--- src/lvps_pkg.sv ---
// Package for the longest valid parenthesis span block.
// Holds the transaction payload types, the opener code and the size defaults.
// No dependencies.
package lvps_pkg;

  localparam int unsigned MAX_LEN_DEF = 1024;
  localparam int unsigned LONGEST_W   = 11;

  localparam logic [7:0]           OPEN_BYTE   = 8'h28;
  localparam logic [LONGEST_W-1:0] LONGEST_MAX = 11'h7FF;

  typedef struct packed {
    logic [7:0] symbol;
    logic       last;
  } in_t;

  typedef struct packed {
    logic [LONGEST_W-1:0] longest;
    logic                 too_long;
  } out_t;

  typedef struct packed {
    logic push;
    out_t res;
  } res_push_t;

endpackage

--- src/lvps_outq.sv ---
// Two-slot result queue: output register plus skid slot.
// Depends on lvps_pkg.
module lvps_outq
  import lvps_pkg::*;
(
  input  logic      clk,
  input  logic      rst_n,
  input  res_push_t res_i,
  output logic      in_ready,
  output logic      out_valid,
  input  logic      out_ready,
  output out_t      out_data
);

  logic out_valid_r, out_valid_nxt;
  logic skid_valid_r, skid_valid_nxt;
  out_t out_r, out_nxt;
  out_t skid_r, skid_nxt;
  logic pop;

  assign pop = out_valid_r && out_ready;

  always_comb begin
    out_valid_nxt  = out_valid_r;
    skid_valid_nxt = skid_valid_r;
    out_nxt        = out_r;
    skid_nxt       = skid_r;
    if (pop || !out_valid_r) begin
      if (skid_valid_r) begin
        out_valid_nxt  = 1'b1;
        out_nxt        = skid_r;
        skid_valid_nxt = res_i.push;
        skid_nxt       = res_i.res;
      end else begin
        out_valid_nxt  = res_i.push;
        out_nxt        = res_i.res;
        skid_valid_nxt = 1'b0;
      end
    end else if (res_i.push) begin
      skid_valid_nxt = 1'b1;
      skid_nxt       = res_i.res;
    end
  end

  always_ff @(posedge clk) begin
    if (!rst_n) begin
      out_valid_r  <= 1'b0;
      skid_valid_r <= 1'b0;
    end else begin
      out_valid_r  <= out_valid_nxt;
      skid_valid_r <= skid_valid_nxt;
    end
    out_r  <= out_nxt;
    skid_r <= skid_nxt;
  end

  assign in_ready  = !skid_valid_r;
  assign out_valid = out_valid_r;
  assign out_data  = out_r;

  a_skid_implies_out: assert property (@(posedge clk) disable iff (!rst_n)
    skid_valid_r |-> out_valid_r) else $error("skid slot filled while output empty");

  a_no_push_when_full: assert property (@(posedge clk) disable iff (!rst_n)
    skid_valid_r |-> !res_i.push) else $error("result pushed into full queue");

  a_stall_holds: assert property (@(posedge clk) disable iff (!rst_n)
    out_valid_r && !out_ready |=> out_valid_r && $stable(out_r))
    else $error("stalled result changed");

endmodule

--- config.mk ---
export PLATFORM = sky130hd
export DESIGN_NAME = lvps_outq
export DESIGN_NICKNAME = d
export VERILOG_FILES = /design/src/lvps_pkg.sv /design/src/lvps_outq.sv
export SDC_FILE = /design/constraint.sdc
export NUM_CORES = 1
export LEC_CHECK = 0
export ABC_CLOCK_PERIOD_IN_PS = 2800
export BUFFER_PORTS_ARGS = -buffer_cell sky130_fd_sc_hd__buf_2
export CORE_MARGIN = 5
export CORE_UTILIZATION = 52
export DETAILED_ROUTE_END_ITERATION = 8
export PLACE_DENSITY = 0.89
export SYNTH_ARGS = -nofsm -noshare
export SYNTH_HDL_FRONTEND = slang
export SYNTH_SLANG_ARGS = --single-unit
--- constraint.sdc ---
create_clock -name clk -period 2.8 [get_ports clk]
set_input_delay 0.28 -clock clk [delete_from_list [all_inputs] [get_ports clk]]
set_output_delay 0.28 -clock clk [all_outputs]
set_load 0.01 [all_outputs]
; ---- Word-level counts from Yosys, hierarchy flattened
; Cells that the tools add are included.
[totals]
reg_bits = 26
out_inout_bits = 14
word_cells = 21
[classes]
n_eq_ne = 1
n_mux = 8
n_reduce_logical = 6
[op_table]
columns = op, n
row1 = $mux W12, 4
row2 = $mux W1, 4
row3 = $logic_not A1 Y1, 2
row4 = $ne A2 B2 Y1 const B, 1
row5 = $reduce_and A2 Y1, 1
row6 = $reduce_bool A2 Y1, 1
row7 = $logic_and A1 B1 Y1, 1
row8 = $logic_or A1 B1 Y1, 1

; ---- Depth between registers and ports, before layout
[logic_depth]
word_depth = 4
mapped_depth = 4
mapped_depth_nobuf = 3

; ---- Worst setup path after synthesis
; Ideal clock, no wire load.
[synth_path]
kind = flip-flop to flip-flop
start = register skid_valid_r
end = register skid_r[0] (netlist name), enable pin
t_arrival_ns = 1.552
path_slack_ns = 0.850
path_stages_with_launch = 5
path_buffers = 2
period_less_slack_ns = 1.950
cell_sequence = dfxtp_1 buf_6 buf_12 inv_1 o21ai_0
[synth_between]
elab_chain_len = 2
[synth_rtl]
columns = element, line
row1 = "start, declared", lvps_outq.sv:16  ; logic skid_valid_r, skid_valid_nxt;
row2 = "start signal, assigned", lvps_outq.sv:51  ; skid_valid_r <= skid_valid_nxt;
row3 = $ne A2 B2 Y1 (no source line), --
row4 = $reduce_and A2 Y1 (no source line), --
row5 = "end signal, assigned", lvps_outq.sv:54  ; skid_r <= skid_nxt;
row6 = "end, declared", lvps_outq.sv:18  ; out_t skid_r, skid_nxt;
; No other way between the ends.
; A chain may end at the register's enable or synchronous reset.

; ---- Worst setup path after layout
[layout_path]
start = register out_valid_r, in the netlist out_valid
end = register skid_r[2] (netlist name), enable pin
[layout_between]
elab_chain_len = 4
word_cells_on_any_way = 6
classes_between = eq/ne: 1 / reduce/logical: 5
[layout_rtl]
columns = element, line
row1 = "start, declared", lvps_outq.sv:15  ; logic out_valid_r, out_valid_nxt;
row2 = "start signal, assigned", lvps_outq.sv:50  ; out_valid_r <= out_valid_nxt;
row3 = $logic_and A1 B1 Y1 or $logic_not A1 Y1 (tied branches), "lvps_outq.sv:21, lvps_outq.sv:28"
row4 = $logic_or A1 B1 Y1 *, lvps_outq.sv:28  ; if (pop || !out_valid_r) begin
row5 = $ne A2 B2 Y1 (no source line) or $reduce_bool A2 Y1 (tied branches), --
row6 = $reduce_and A2 Y1 (no source line) *, --
; Every way passes the cells marked *; elsewhere a longest branch is shown, timed or not.

==> qor.yml <==
status: "finished clean"
ys_ff_latch: 26
synth_common_cells: "24 x edfxtp_1, 7 x mux2_4, 5 x mux2_2"
dieArea_um2: 2900
p_leak_nw: 0.485
synth_top_cell_by_area: "edfxtp_1"
finalSetupViolCount: 0
rows: 15
cts-buffers-inserted: 3
yosysUniqueCellTypes: 12
max_slew_margin_pct: 69.6
clock_latency_ns: 0.31
worstPathCellList: "and2b_1 > o21ai_1 > buf_4"
post-route-drc-count: 0
post_synth_xor_area_fraction_pct: 0
yosysWarnings: 0
vdd_drop_max_v: 0.000354
drv_slew: 0
synth_top_family_by_area: "multiplexers"
drive_gt1_share_pct: 58.0
synth_area_per_cell_um2: 20.8
async_flop_share_pct: 0
dieWidth_um: 53.8
yosysMostFrequentCell: "edfxtp_1"
route.vias.total: 501
critical_path.top_delay_family: "compound AO/OA/AOI/OAI gates"
arrival_ns: 1.46
synthesis.nets: 64
htreeDepth: 1
post-cts-setup-buffer-count: 0
antennaDiodeCount: 0
synthToLayoutAreaGrowth_pct: 21.3
wl_um: 1520
nets: 98
clk_pin_slew_ns: 0.13
cpMaxStageDelayCell: "o21ai_1"
hold_class: "input pin to register"
grt-ovfl-total: 0
muxShareOfSynthArea_pct: 16.2
antenna_found_initial: 0
reg2reg_from: "out_valid"
period_share_pct: 50.8
slowest_delay_ns: 0.37
fin_skew_ns: 0.00315
root_buffer: "clkbuf_4"
die_h_um: 53.8
setup.worst_path.end_class: "register"
avgViaCountPerCell: 4.73
critical_path_class: "register to register"
power_density_nw_per_um2: 636
finalSetupTns_ns: 0
hold_viol: 0
cts_tree: "yes"
avgRoutedWirePerCell_um: 14.3
clock_path_buffers: 2
synthTopCellsByArea: "edfxtp_1 72%, mux2_4 11%, mux2_2 5.6%"
worst_slew_pin_slew_ns: 0.456
cts_sinks: 26
core-area_um2: 1780
drt_first_pass_iters: 4
rsz0062_at_grt: "false"
cts_resized: 0
synth_fa_ha_area_share_pct: 0
min-delay-start: "res_i[10]"
start_util_pct: 56.0
synth_simple_gate_area_share_pct: 1.13
crit_path_max_fanout: 8
synth_edf_count: 24
port-buffer-count: 29
netlist.area_leader.share_pct: 72.2
seq_area_um2: 761
grt_pass1_vias: 486
place.gp.congestion: 0.673
multi_input_area_um2: 199
first_iter_violations: 14
critPathBufInv: 1
io_pins: 30
hold_buffers: 0
p_total_w: 0.000770
cp.required_ns: 2.84
grt_start_max_net_pins: 16
maxCapViolCount: 0
synthFlopType: "edfxtp_1"
hpwl_um: 1160
fmax_ghz: 0.704
finalHoldWorstSlack_ns: 0.149
critPathLaunchType: "register"
seq_area_frac_synth_pct: 76.2
fillers: 131
synthCells: 48
final_antenna_net_count: 0
fin_crit_ns: 1.42
startpoint: "out_valid"
grt_pass1_wl_um: 2330
synth_compound_area_share_pct: 2.63
synthesis.area_um2: 998
grtUsageTotal_pct: 11.9
where the power goes:
group | internal, W | leakage, nW | switching (W)
Sequential | 0.000450 | 0.251 | 0.00000501
Combinational | 0.0000346 | 0.206 | 0.0000334
Clock | 0.000145 | 0.0279 | 0.000102
Total | 0.000629 | 0.485 | 0.000141
state kept, by name, indices dropped and copies added (netlist names):
signal        count
out_data         12
skid_r           12
out_valid         1
skid_valid_r      1
final cells by class:
class / instances / share of cell area [%]
Inverter: 2 / 0.620
Timing Repair Buffer: 31 / 13.2
Clock buffer: 3 / 1.86
Clock inverter: 1 / 2.48
Sequential cell: 26 / 62.8
Multi-Input combinational cell: 18 / 16.4
Tap cell: 25 / 2.58
through the flow:
step,util [%],cells,cell area [µm²],worst slack (ns)
2_1_floorplan,-,48,998,0.850
3_3_place_gp,65.0,102,1160,1.36
3_5_place_dp,65.0,102,1160,1.28
4_1_cts,67.9,106,1210,1.34
5_1_grt,67.9,106,1210,1.26
6_report,67.9,106,1210,1.38
per-layer routing:
metal | share of wire (%) | global-route usage [%]
met1 | 40 | 14.6
met2 | 50 | 19.2
met3 | 8.3 | 1.94
met4 | 2.1 | 7.66
met5 | 0 | 0
worst paths after layout:
| check | endpoint | cells after the start | slack [ns] |
|---|---|---|---|
| setup / recovery | skid_r[2] | 3 | 1.38 |
| hold / removal | skid_r[10] | 1 | 0.15 |
| setup reg to reg | skid_r[2] | 3 | 1.38 |
| hold reg to reg | out_data[2] | 1 | 0.57 |
cell usage in the layout, fill, tap and decap left out:
cell	count
o21ai_1	1
and2b_1	1
clkbuf_4	3
mux2_4	7
o31a_1	1
bufinv_16	1
mux2_2	5
o21ai_0	1
buf_2	29
nand2_1	1
buf_4	2
edfxtp_1	24
dfxtp_1	2
inv_1	2
a21boi_0	1
kinds of logic after synthesis:
| group | after synthesis |
|---|---|
| flops | 26 |
| compound gates | 4 |
| buf+inv | 4 |
| simple gates | 2 |
| mux | 12 |
Note: power is estimated with default switching activity, not from simulation.
